**src/sv/assert_macros.svh**
```systemverilog
// ----------------------------------------------------------------------------
// Assertion macros
// Clocked assertion forms used by the translator datapath.
// ----------------------------------------------------------------------------
`ifndef ASSERT_MACROS_SVH
`define ASSERT_MACROS_SVH

// Assertion sampled on the rising edge, disabled while reset is low.
`define ASSERT_CLK_RST(name, clk, rst_n, prop, msg) \
	name: assert property (@(posedge clk) disable iff (!rst_n) prop) else $error(msg);

// Assertion sampled on the rising edge, active also during reset.
`define ASSERT_CLK(name, clk, prop, msg) \
	name: assert property (@(posedge clk) prop) else $error(msg);

`endif

```
**src/sv/tlbpt_pkg.sv**
```systemverilog
// ----------------------------------------------------------------------------
// tlbpt_pkg
// Field widths and controller/datapath signal groups of the translator.
// ----------------------------------------------------------------------------
package tlbpt_pkg;

	localparam int ADDR_W     = 16;
	localparam int OFFSET_W   = 8;
	localparam int PAGE_NUM_W = 8;
	localparam int PA_W       = 15;
	localparam int CNT_W      = 32;

	typedef struct packed {
		logic capture;
		logic lookup;
		logic commit_hit;
		logic commit_miss;
	} tlbpt_cmd_t;

	typedef struct packed {
		logic tlb_hit;
		logic out_free;
	} tlbpt_status_t;

endpackage

```
**src/sv/tlbpt_channels.sv**
```systemverilog
// ----------------------------------------------------------------------------
// tlbpt channels
// Valid/ready channels for address requests and translation responses.
// ----------------------------------------------------------------------------
interface tlbpt_req_if;
	logic                          valid;
	logic                          ready;
	logic [tlbpt_pkg::ADDR_W-1:0]  logical_address;

	modport source (output valid, output logical_address, input ready);
	modport sink (input valid, input logical_address, output ready);
endinterface

interface tlbpt_rsp_if;
	logic                            valid;
	logic                            ready;
	logic [tlbpt_pkg::PA_W-1:0]       physical_address;
	logic                            tlb_hit;
	logic                            page_fault;
	logic                            evicted_valid;
	logic [tlbpt_pkg::PAGE_NUM_W-1:0] evicted_page;
	logic [tlbpt_pkg::CNT_W-1:0]      hit_total;
	logic [tlbpt_pkg::CNT_W-1:0]      fault_total;

	modport source (
		output valid, output physical_address, output tlb_hit, output page_fault,
		output evicted_valid, output evicted_page, output hit_total,
		output fault_total, input ready
	);
	modport sink (
		input valid, input physical_address, input tlb_hit, input page_fault,
		input evicted_valid, input evicted_page, input hit_total,
		input fault_total, output ready
	);
endinterface

```
**src/sv/tlbpt_ctrl.sv**
```systemverilog
// ----------------------------------------------------------------------------
// tlbpt_ctrl
// Sequencer: accept, TLB lookup, page table access, commit of one item.
// ----------------------------------------------------------------------------
module tlbpt_ctrl (
	input  logic                     clk,
	input  logic                     arst_n,
	input  logic                     in_valid,
	output logic                     in_ready,
	input  tlbpt_pkg::tlbpt_status_t status,
	output tlbpt_pkg::tlbpt_cmd_t    cmd
);

	typedef enum logic [1:0] {
		ST_IDLE,
		ST_LOOK,
		ST_MISS
	} state_t;

	state_t state_q;
	state_t state_nx;

	always_ff @(posedge clk or negedge arst_n) begin
		if (!arst_n) begin
			state_q <= ST_IDLE;
		end else begin
			state_q <= state_nx;
		end
	end

	always_comb begin
		cmd      = '0;
		in_ready = 1'b0;
		state_nx = state_q;
		unique case (state_q)
			ST_IDLE: begin
				in_ready = 1'b1;
				if (in_valid) begin
					cmd.capture = 1'b1;
					state_nx    = ST_LOOK;
				end
			end
			ST_LOOK: begin
				cmd.lookup = 1'b1;
				if (!status.tlb_hit) begin
					state_nx = ST_MISS;
				end else if (status.out_free) begin
					cmd.commit_hit = 1'b1;
					state_nx       = ST_IDLE;
				end
			end
			ST_MISS: begin
				if (status.out_free) begin
					cmd.commit_miss = 1'b1;
					state_nx        = ST_IDLE;
				end
			end
			default: begin
				state_nx = ST_IDLE;
			end
		endcase
	end

endmodule

```
**src/sv/tlbpt_datapath.sv**
```systemverilog
// ----------------------------------------------------------------------------
// tlbpt_datapath
// TLB, page table, frame owner table, FIFO victim pointer, counters and
// the result register.
// ----------------------------------------------------------------------------
`include "assert_macros.svh"

module tlbpt_datapath #(
	parameter int TLB_ENTRIES = 16,
	parameter int PAGE_COUNT  = 256,
	parameter int FRAME_TOTAL = 128
) (
	input  logic                             clk,
	input  logic                             arst_n,
	input  logic [tlbpt_pkg::ADDR_W-1:0]     logical_address,
	input  tlbpt_pkg::tlbpt_cmd_t            cmd,
	output tlbpt_pkg::tlbpt_status_t         status,
	input  logic                             out_ready,
	output logic                             out_valid,
	output logic [tlbpt_pkg::PA_W-1:0]       physical_address,
	output logic                             tlb_hit,
	output logic                             page_fault,
	output logic                             evicted_valid,
	output logic [tlbpt_pkg::PAGE_NUM_W-1:0] evicted_page,
	output logic [tlbpt_pkg::CNT_W-1:0]      hit_total,
	output logic [tlbpt_pkg::CNT_W-1:0]      fault_total
);

	localparam int TW     = (TLB_ENTRIES > 1) ? $clog2(TLB_ENTRIES) : 1;
	localparam int PW     = $clog2(PAGE_COUNT);
	localparam int FW     = (FRAME_TOTAL > 1) ? $clog2(FRAME_TOTAL) : 1;
	localparam int OW     = tlbpt_pkg::OFFSET_W;
	localparam int NW     = tlbpt_pkg::PAGE_NUM_W;
	localparam int CW     = tlbpt_pkg::CNT_W;
	localparam int PAFW   = tlbpt_pkg::PA_W - tlbpt_pkg::OFFSET_W;
	localparam int NPAGES = 1 << NW;

	typedef logic [NPAGES-1:0][PW-1:0] page_lut_t;

	function automatic page_lut_t build_page_lut();
		page_lut_t lut;
		int        i;
		for (i = 0; i < NPAGES; i++) begin
			lut[i] = PW'(i % PAGE_COUNT);
		end
		return lut;
	endfunction

	localparam page_lut_t PAGE_LUT = build_page_lut();

	// item registers
	logic [PW-1:0] page_q;
	logic [OW-1:0] offset_q;

	// TLB
	logic [PW-1:0]          tag_q   [TLB_ENTRIES];
	logic [FW-1:0]          tframe_q[TLB_ENTRIES];
	logic [TLB_ENTRIES-1:0] tvalid_q;
	logic [TLB_ENTRIES-1:0] tvalid_nx;
	logic [TW-1:0]          fill_q;
	logic [TLB_ENTRIES-1:0] match;
	logic [FW-1:0]          tlb_frame;

	// page table and frame owners
	logic [FW-1:0]          map_mem  [PAGE_COUNT];
	logic [PW-1:0]          owner_mem[FRAME_TOTAL];
	logic [FW-1:0]          map_rd_q;
	logic [PW-1:0]          owner_rd_q;
	logic [PAGE_COUNT-1:0]  resident_q;
	logic [PAGE_COUNT-1:0]  resident_nx;
	logic [FRAME_TOTAL-1:0] owner_valid_q;
	logic [FW-1:0]          victim_q;

	logic [CW-1:0] hit_cnt_q;
	logic [CW-1:0] fault_cnt_q;
	logic [CW-1:0] hit_cnt_nx;
	logic [CW-1:0] fault_cnt_nx;

	logic          fault_now;
	logic          evict_now;
	logic          fault_commit;
	logic [FW-1:0] miss_frame;
	logic [FW-1:0] out_frame;
	logic [NW-1:0] frame_ext;

	always_comb begin
		tlb_frame = '0;
		for (int i = 0; i < TLB_ENTRIES; i++) begin
			match[i] = tvalid_q[i] && (tag_q[i] == page_q);
			tlb_frame = tlb_frame | (match[i] ? tframe_q[i] : '0);
		end
	end

	assign fault_now    = !resident_q[page_q];
	assign evict_now    = fault_now && owner_valid_q[victim_q];
	assign fault_commit = cmd.commit_miss && fault_now;
	assign miss_frame   = fault_now ? victim_q : map_rd_q;
	assign out_frame    = cmd.commit_hit ? tlb_frame : miss_frame;
	assign frame_ext    = NW'(out_frame);
	assign hit_cnt_nx   = cmd.commit_hit ? hit_cnt_q + CW'(1) : hit_cnt_q;
	assign fault_cnt_nx = fault_commit ? fault_cnt_q + CW'(1) : fault_cnt_q;

	assign status.tlb_hit  = |match;
	assign status.out_free = !out_valid || out_ready;

	always_comb begin
		tvalid_nx   = tvalid_q;
		resident_nx = resident_q;
		if (cmd.commit_miss) begin
			if (evict_now) begin
				resident_nx[owner_rd_q] = 1'b0;
				for (int i = 0; i < TLB_ENTRIES; i++) begin
					if (tvalid_q[i] && (tag_q[i] == owner_rd_q)) begin
						tvalid_nx[i] = 1'b0;
					end
				end
			end
			if (fault_now) begin
				resident_nx[page_q] = 1'b1;
			end
			// fill after the drop so the new entry wins
			tvalid_nx[fill_q] = 1'b1;
		end
	end

	always_ff @(posedge clk or negedge arst_n) begin
		if (!arst_n) begin
			tvalid_q      <= '0;
			fill_q        <= '0;
			resident_q    <= '0;
			owner_valid_q <= '0;
			victim_q      <= '0;
			hit_cnt_q     <= '0;
			fault_cnt_q   <= '0;
			out_valid     <= 1'b0;
		end else begin
			hit_cnt_q   <= hit_cnt_nx;
			fault_cnt_q <= fault_cnt_nx;
			tvalid_q    <= tvalid_nx;
			resident_q  <= resident_nx;
			if (fault_commit) begin
				owner_valid_q[victim_q] <= 1'b1;
				victim_q <= (victim_q == FW'(FRAME_TOTAL - 1)) ? '0 : victim_q + FW'(1);
			end
			if (cmd.commit_miss) begin
				fill_q <= (fill_q == TW'(TLB_ENTRIES - 1)) ? '0 : fill_q + TW'(1);
			end
			if (cmd.commit_hit || cmd.commit_miss) begin
				out_valid <= 1'b1;
			end else if (out_ready) begin
				out_valid <= 1'b0;
			end
		end
	end

	always_ff @(posedge clk) begin
		if (cmd.capture) begin
			page_q   <= PAGE_LUT[logical_address[OW +: NW]];
			offset_q <= logical_address[OW-1:0];
		end
		if (cmd.lookup) begin
			map_rd_q   <= map_mem[page_q];
			owner_rd_q <= owner_mem[victim_q];
		end
		if (cmd.commit_miss) begin
			tag_q[fill_q]    <= page_q;
			tframe_q[fill_q] <= miss_frame;
			if (fault_now) begin
				map_mem[page_q]     <= victim_q;
				owner_mem[victim_q] <= page_q;
			end
		end
		if (cmd.commit_hit || cmd.commit_miss) begin
			physical_address <= {frame_ext[PAFW-1:0], offset_q};
			tlb_hit          <= cmd.commit_hit;
			page_fault       <= fault_commit;
			evicted_valid    <= cmd.commit_miss && evict_now;
			evicted_page     <= (cmd.commit_miss && evict_now) ? NW'(owner_rd_q) : '0;
			hit_total        <= hit_cnt_nx;
			fault_total      <= fault_cnt_nx;
		end
	end

	`ASSERT_CLK_RST(a_tlb_unique, clk, arst_n, $onehot0(match), "several TLB entries match")
	`ASSERT_CLK_RST(a_fill_hits, clk, arst_n, cmd.commit_miss |=> status.tlb_hit, "fill not in TLB")
	`ASSERT_CLK_RST(a_fault_maps, clk, arst_n, fault_commit |=> resident_q[page_q], "fault unmapped")
	`ASSERT_CLK_RST(a_out_hold, clk, arst_n, out_valid && !out_ready |=> out_valid, "result dropped")

endmodule

```
**src/sv/tlb_page_table_translator.sv**
```systemverilog
// ----------------------------------------------------------------------------
// tlb_page_table_translator
// Logical to physical address translation through a TLB and a page table
// with FIFO frame replacement.
// ----------------------------------------------------------------------------
//  channel   | dir | payload
//  ----------+-----+-----------------------------------------------------------
//  request   | in  | logical_address
//  response  | out | physical_address, tlb_hit, page_fault, evicted_valid,
//            |     | evicted_page, hit_total, fault_total
//
// One item at a time: a TLB hit goes through accept and lookup, and a miss
// adds a commit step, as the page table and frame owner reads are registered.
// The result is registered at the commit of the item.
// Reset clears all valid bits, pointers and counters at once; no sweep.
// A result waits in the output register; a new item is taken meanwhile and
// holds at commit until that register frees.
// ----------------------------------------------------------------------------
module tlb_page_table_translator #(
	parameter int TLB_ENTRIES = 16,
	parameter int PAGE_COUNT  = 256,
	parameter int FRAME_TOTAL = 128
) (
	input logic         clk,
	input logic         arst_n,
	tlbpt_req_if.sink   request,
	tlbpt_rsp_if.source response
);

	tlbpt_pkg::tlbpt_cmd_t    cmd;
	tlbpt_pkg::tlbpt_status_t status;

	tlbpt_ctrl u_ctrl (
		.clk      (clk),
		.arst_n   (arst_n),
		.in_valid (request.valid),
		.in_ready (request.ready),
		.status   (status),
		.cmd      (cmd)
	);

	tlbpt_datapath #(
		.TLB_ENTRIES (TLB_ENTRIES),
		.PAGE_COUNT  (PAGE_COUNT),
		.FRAME_TOTAL (FRAME_TOTAL)
	) u_datapath (
		.clk              (clk),
		.arst_n           (arst_n),
		.logical_address  (request.logical_address),
		.cmd              (cmd),
		.status           (status),
		.out_ready        (response.ready),
		.out_valid        (response.valid),
		.physical_address (response.physical_address),
		.tlb_hit          (response.tlb_hit),
		.page_fault       (response.page_fault),
		.evicted_valid    (response.evicted_valid),
		.evicted_page     (response.evicted_page),
		.hit_total        (response.hit_total),
		.fault_total      (response.fault_total)
	);

endmodule

```
**src/flat_wrapper.sv**
```systemverilog
// flat-port wrapper written by rule: the top's interface ports become plain ports
module tlb_page_table_translator_flat 
#(
	parameter int TLB_ENTRIES = 16,
	parameter int PAGE_COUNT  = 256,
	parameter int FRAME_TOTAL = 128
)
  (clk, arst_n, request_valid, request_logical_address, request_ready, response_valid, response_physical_address, response_tlb_hit, response_page_fault, response_evicted_valid, response_evicted_page, response_hit_total, response_fault_total, response_ready);
  tlbpt_req_if request_i ();
  tlbpt_rsp_if response_i ();
  input logic clk;
  input logic arst_n;
  input wire logic [$bits(request_i.valid)-1:0] request_valid;
  input wire logic [$bits(request_i.logical_address)-1:0] request_logical_address;
  output wire logic [$bits(request_i.ready)-1:0] request_ready;
  output wire logic [$bits(response_i.valid)-1:0] response_valid;
  output wire logic [$bits(response_i.physical_address)-1:0] response_physical_address;
  output wire logic [$bits(response_i.tlb_hit)-1:0] response_tlb_hit;
  output wire logic [$bits(response_i.page_fault)-1:0] response_page_fault;
  output wire logic [$bits(response_i.evicted_valid)-1:0] response_evicted_valid;
  output wire logic [$bits(response_i.evicted_page)-1:0] response_evicted_page;
  output wire logic [$bits(response_i.hit_total)-1:0] response_hit_total;
  output wire logic [$bits(response_i.fault_total)-1:0] response_fault_total;
  input wire logic [$bits(response_i.ready)-1:0] response_ready;
  assign request_i.valid = request_valid;
  assign request_i.logical_address = request_logical_address;
  assign request_ready = request_i.ready;
  assign response_valid = response_i.valid;
  assign response_physical_address = response_i.physical_address;
  assign response_tlb_hit = response_i.tlb_hit;
  assign response_page_fault = response_i.page_fault;
  assign response_evicted_valid = response_i.evicted_valid;
  assign response_evicted_page = response_i.evicted_page;
  assign response_hit_total = response_i.hit_total;
  assign response_fault_total = response_i.fault_total;
  assign response_i.ready = response_ready;
  tlb_page_table_translator #(.TLB_ENTRIES(TLB_ENTRIES), .PAGE_COUNT(PAGE_COUNT), .FRAME_TOTAL(FRAME_TOTAL)) u_core (.clk(clk), .arst_n(arst_n), .request(request_i), .response(response_i));
endmodule
```
**config.mk**
```make
export PLATFORM = sky130hd
export DESIGN_NAME = tlb_page_table_translator_flat
export DESIGN_NICKNAME = d
export VERILOG_FILES = /design/src/sv/tlbpt_pkg.sv /design/src/sv/tlbpt_channels.sv /design/src/sv/tlbpt_ctrl.sv /design/src/sv/tlbpt_datapath.sv /design/src/sv/tlb_page_table_translator.sv /design/src/flat_wrapper.sv
export VERILOG_INCLUDE_DIRS = /design/src /design/src/sv
export SDC_FILE = /design/constraint.sdc
export NUM_CORES = 2
export LEC_CHECK = 0
export BUFFER_PORTS_ARGS = -buffer_cell sky130_fd_sc_hd__buf_4
export CAP_MARGIN = 10
export CORE_MARGIN = 5
export CORE_UTILIZATION = 45
export CTS_BUF_LIST = sky130_fd_sc_hd__clkbuf_8
export CTS_CLUSTER_SIZE = 16
export DETAILED_ROUTE_END_ITERATION = 10
export RECOVER_POWER = 25
export SLEW_MARGIN = 10
export SYNTH_ARGS = -nofsm -noshare
export SYNTH_HDL_FRONTEND = slang
export SYNTH_SLANG_ARGS = --single-unit
```
**constraint.sdc**
```tcl
create_clock -name clk -period 8.6 [get_ports clk]
set_input_delay 0.43 -clock clk [delete_from_list [all_inputs] [get_ports clk]]
set_output_delay 0.43 -clock clk [all_outputs]
set_load 0.02 [all_outputs]
```
# ---- Word level (Yosys, flattened, before mapping)
# Memories as Yosys holds them, arrays and structs flattened. A register that Yosys moved wholly into a read port is not among the register bits.
# Index checks and enable logic that the tools add are counted.
dict set report word_totals {
  romBits 2048
  output_inout_bits 92
  mem_count 5
  mem_bits_rw 3056
  reg_bits 576
}
# name words width read_ports rd_clocked_by_memory_dff wr line
set memory_table {}
lappend memory_table {{(no name shown)} 256 8 1 1 0 tlbpt_datapath.sv:158} ;# page_q <= PAGE_LUT[logical_address[OW +: NW]];
lappend memory_table {u_core.u_datapath.map_mem 256 7 1 1 1 tlbpt_datapath.sv:65} ;# logic [FW-1:0] map_mem [PAGE_COUNT];
lappend memory_table {u_core.u_datapath.owner_mem 128 8 1 1 1 tlbpt_datapath.sv:66} ;# logic [PW-1:0] owner_mem[FRAME_TOTAL];
lappend memory_table {u_core.u_datapath.tag_q 16 8 16 0 1 tlbpt_datapath.sv:56} ;# logic [PW-1:0] tag_q [TLB_ENTRIES];
lappend memory_table {u_core.u_datapath.tframe_q 16 7 16 0 1 tlbpt_datapath.sv:57} ;# logic [FW-1:0] tframe_q[TLB_ENTRIES];
dict set report op_classes {
  n_mux 73
  magnitude_cmp 8
  n_reduce_logical 46
  eq_ne 37
  n_bitwise 20
  add_sub_neg 4
}
# cell n
set ops {}
lappend ops {{256-bit 2-to-1 mux} 3}
lappend ops {{256-bit bitwise AND} 1}
lappend ops {{8-bit == test} 32}
lappend ops {{256-bit inverter} 1}
lappend ops {{256-bit bitwise OR} 1}
lappend ops {{7-bit 2-to-1 mux} 19}
lappend ops {{128-bit bitwise OR} 1}
lappend ops {{7-bit bitwise OR} 15}
lappend ops {{32-bit by 1-bit adder with 32-bit output (second input constant)} 2}
lappend ops {{32-bit 2-to-1 mux} 2}
lappend ops {{1-bit logical AND} 39}
lappend ops {{1-bit 2-to-1 mux} 35}
lappend ops {{16-bit 2-to-1 mux} 2}
lappend ops {{8-bit by 9-bit less-than comparator with 1-bit output (second input constant)} 2}
lappend ops {{1-bit demux with 8-bit select} 2}
lappend ops {{8-bit by 1-bit greater-or-equal comparator with 1-bit output (second input constant)} 2}
lappend ops {{16-bit bitwise OR} 1}
lappend ops {{16-bit OR reduction} 1}
lappend ops {{1-bit binary-select mux with 8-bit select} 1}
lappend ops {{7-bit by 8-bit less-than comparator with 1-bit output (second input constant)} 1}
lappend ops {{2-bit 2-to-1 mux} 4}
lappend ops {{7-bit by 1-bit adder with 7-bit output (second input constant)} 1}
lappend ops {{1-bit binary-select mux with 7-bit select} 1}
lappend ops {{1-bit demux with 7-bit select} 1}
lappend ops {{16 further kinds} 18}

# ---- Depth between registers and ports, before layout
# An unclocked memory read counts as a cell.
dict set report logic_depth {
  word_depth 20
  ltp_mapped 16
  ltp_nobuf 9
}

# ---- Hierarchy
# A second synthesis with hierarchy kept.
dict set report hier_totals {
  cells_unflattened 8216
  hier_area_um2 144572.4
}
# mod cells_per_inst seq_area_each_um2 area_each_um2 n_inst
set by_module_without_submodules {}
lappend by_module_without_submodules {tlbpt_datapath 8203 107312.9 144446.0 1}
lappend by_module_without_submodules {tlbpt_ctrl 13 50.0 126.4 1}

# ---- Least setup slack after synthesis
# Ideal clock, no wire load.
dict set report synth_path {
  path_type {register -> register}
  from {reg u_core.u_datapath.victim_q[0]}
  to {mem u_core.u_datapath.owner_mem[127][0] (netlist name), enable pin}
  path_stages_with_launch 13
  t_arrival_ns 6.462
  n_path_buf 9
  setup_slack_ns 1.768
  path_cell_list {dfrtp_1 -> buf_2 -> buf_2 -> buf_2 -> buf_2 -> and3_1 -> clkbuf_1 -> clkbuf_1 -> clkbuf_1 -> buf_1 -> o21ai_1 -> clkbuf_1 -> nor2_1}
}
# element line
set synth_lines {}
lappend synth_lines {{from (decl)} tlbpt_datapath.sv:72} ;# logic [FW-1:0] victim_q;
lappend synth_lines {{from (signal assigned)} tlbpt_datapath.sv:143} ;# victim_q <= (victim_q == FW'(FRAME_TOTAL - 1)) ? '0 : victim_q + FW'(1);
lappend synth_lines {{to (decl)} tlbpt_datapath.sv:66}
# Straight into the memory's write port.

# ---- Worst setup path in the final report
dict set report layout_path {
  from {reg u_core.u_datapath.victim_q[6]}
  to {mem u_core.u_datapath.map_mem[106][6] (netlist name), data pin}
}
# element line
set layout_lines {}
lappend layout_lines {{to (decl)} tlbpt_datapath.sv:65}
# Straight into the memory's write port.

==> results_dict.tcl <==
set metrics [dict create \
    seqPwrFrac_pct 47.8 \
    synth_xor_area_share_pct 1.935 \
    synth_ff_type "edfxtp_1" \
    grt-busiest-layer "met2" \
    syn_area_sq_um 145700 \
    met2_usage_pct 37.46 \
    status "finished, violations left" \
    p_switching_mw 13.64 \
    criticalPathCategory "register to register" \
    combPwrFrac_pct 19.7 \
    synth_compound_area_share_pct 7.769 \
    skew_ns 0.1042 \
    synth_warnings 0 \
    grt_pass1_wl_mm 597.0 \
    muxShareOfSynthArea_pct 10.74 \
    clockBufferDepth 4 \
    seq_area_frac_synth_pct 73.68 \
    p_per_area_nw_per_um2 271.8 \
    clkTransAtPathRegs_ns 0.06 \
    use_met1_pct 35.24 \
    portBuffers 111 \
    wirelength_mm 414.4 \
    overflow 0 \
    yosys.area.top_type_share_pct 65.47 \
    synth_cell_types 73 \
    switching_share_pct 30.85 \
    area.sequential_sq_um 107400 \
    dpl_cell_area_sq_um 151600 \
    synth_top_family_by_area "multiplexers" \
    cts_buffers 592 \
    drt_first_pass_iters 7 \
    fp.dieW_microns 579.0 \
    end_kind "register" \
    cts_tree "done" \
    maxSlewHeadroom_pct -354.8 \
    design.final.nets 8502 \
    p_total_mw 44.21 \
    final.setup.tns_ns 0 \
    start_util_pct 45.08 \
    synth.most_common_cell "edfxtp_1" \
    post_layout_nonfiller_instances 13260 \
    n_fill_cell 26330 \
    max_freq_mhz 137.2 \
    slew_violations 1825 \
    violations "max-capacitance violations, max-slew violations" \
    die_area_sq_um 335300 \
    synth_seq_cells 3655 \
    floorplan.die.height_microns 579.0 \
    required_ns 9.44 \
    placementRows 209 \
    peakVddDrop_mv 0.3070 \
    grt_setup_unrepaired "false" \
    critPathMaxFanout 133 \
    wire_per_inst_microns 31.24 \
    worst_pin_slew_ns 6.822 \
    syn_avg_cell_area_sq_um 17.84 \
    gp_congestion 0.8576 \
    regToRegSetupSlack_ns 1.31 \
    io-pin-count 112 \
    hp-class "input port to register" \
    cp_data_arrival_time_ns 8.12 \
    drc 0 \
    synth_nets 8196 \
    clock_latency_ns 1.18 \
    multi_input_area_sq_um 35940 \
    p_clk_share_pct 32.5 \
    grt_pass1_vias 82830 \
    hold_viol 0 \
    antenna_left 0 \
    drtIter0Drc 10940 \
    synthAdderAreaFrac_pct 0.06011 \
    hold_ws_ns 0.2317 \
    synthArstFlopShare_pct 13.08 \
    ys_top_cells_by_count "3177 x edfxtp_1, 647 x mux4_2, 478 x dfrtp_1" \
    grt_max_degree 166 \
    hpwl_mm 235.3 \
    cts_root_buffer "clkbuf_8" \
    grtUsageMet3_pct 4.748 \
    synth_top_area_cell "edfxtp_1" \
    cts_resized 0 \
    start_kind "register" \
    maxCapViolations 28 \
    synth_area_leaders "edfxtp_1 65%, mux4_2 10%, dfrtp_1 8.2%" \
    min_period_ns 7.287 \
    cts.sinks 3655 \
    synthSimpleGateAreaFrac_pct 3.789 \
    period_share_pct 84.73 \
    area_growth_syn_to_layout_pct 11.65 \
    drive_gt1_share_pct 19.61 \
    dp_cells 12170 \
    gr-usage-all-layers_pct 24.14 \
    syn_inst 8169 \
    final_area_sq_um 162700 \
    p_leak_nw 52.98 \
    vias 83750 \
    core_sq_um 323200 \
    cts_max_level 6 \
    synth_edf_count 3177 \
    vias_per_cell 6.315 \
    internal-power_mw 30.57 \
    setup_viol 0 \
    antenna_found_initial 21 \
]
-- cells in the final DEF, fill, tap and decap left out, types with 31 or more instances in the layout --
master,count
edfxtp_1,3177
mux4_2,647
clkbuf_8,623
dfrtp_1,477
a31oi_1,433
a22oi_1,371
xnor2_1,283
nor3_1,263
nor2_1,259
inv_1,235
a21oi_1,227
buf_4,196
nand2_1,126
o21bai_1,126
nand4_1,123
clkinv_1,113
a221oi_1,111
a22o_1,109
clkbuf_1,102
nand3_1,73
mux2i_1,73
o21ai_0,64
o41ai_1,56
nor4_1,49
clkinv_2,49
xor2_1,39
o31ai_1,36
dlygate4sd3_1,34
nor2b_1,31
mux2_2,31
-- layout make-up --
type / count / share of cell area, %
diodes: 9 / 0.01384
clock buffers: 623 / 5.271
clock inverters: 425 / 1.559
inverters: 47 / 0.1084
multi-input cells: 3813 / 22.09
flip-flops and latches: 3655 / 66.00
well taps: 4325 / 3.326
repair buffers: 366 / 1.634
-- kinds of logic after synthesis --
| kind of cell | count (synthesis) |
|---|---|
| AND/OR/NAND/NOR | 1104 |
| multiplexers | 751 |
| XOR/XNOR | 322 |
| adder cells (fa/ha/maj) | 7 |
| flip-flops | 3655 |
| buffers and inverters | 701 |
| AO/OA/AOI/OAI | 1629 |
-- per-stage QoR --
step                      worst slack (ns)  utilization, %
final                                1.314           50.33
after global routing                 1.030           50.33
after CTS                            2.346           50.47
after detailed placement             2.328           46.92
after global placement               2.552           46.92
after floorplan                      1.768               -
-- what timing repair did --
action	4_1_cts	5_1_grt
hold buffers	35	0
buffers inserted	0	0
endpoints found under the hold margin	105	0
setup endpoints to repair	0	0
-- registers in the layout, indices dropped and copies added (netlist names), 112 cells and up --
signal,cells
u_core.u_datapath.tframe_q,112
u_core.u_datapath.resident_q,256
u_core.u_datapath.owner_mem,1024
u_core.u_datapath.map_mem,1792
u_core.u_datapath.tag_q,128
u_core.u_datapath.owner_valid_q,128
-- final timing paths --
check	startpoint	to	cells past startpoint
min in group asynchronous	arst_n	u_core.u_datapath.owner_valid_q[17]	4
setup reg to reg	u_core.u_datapath.victim_q[6]	u_core.u_datapath.map_mem[106][6]	2
hold reg to reg	u_core.u_datapath.offset_q[3]	u_core.u_datapath.physical_address[3]	0
setup / recovery	u_core.u_datapath.victim_q[6]	u_core.u_datapath.map_mem[106][6]	2
hold / removal	request_logical_address[8]	u_core.u_datapath.page_q[0]	2
max in group asynchronous	arst_n	u_core.u_datapath.hit_cnt_q[7]	4
-- worst max-delay path, cell delays in order, from the launching register on --
cell and delay, ns:
dfrtp_4 0.67, clkdlybuf4s25_1 4.87, buf_4 1.12
-- metal layers --
metal | wire (microns) | vias to the layer above
met1 | 170300 | 44060
met4 | 11490 | 2
met2 | 193600 | 4692
met3 | 39000 | 760
li1 | - | 34230
met5 | 10 | -
-- power groups by stage --
| stage | sequential (mW) | combinational, mW | clock, mW |
|---|---|---|---|
| final | 21.2 | 8.71 | 14.4 |
| after global routing | 21.2 | 9.12 | 15.5 |
| after CTS | 21.1 | 8.74 | 14.6 |
| after detailed placement | 21.4 | 8.70 | 0 |
| after global placement | 21.4 | 8.62 | 0 |
| after floorplan | 22.0 | 4.54 | 0 |
(Power assumes the default switching activity.)
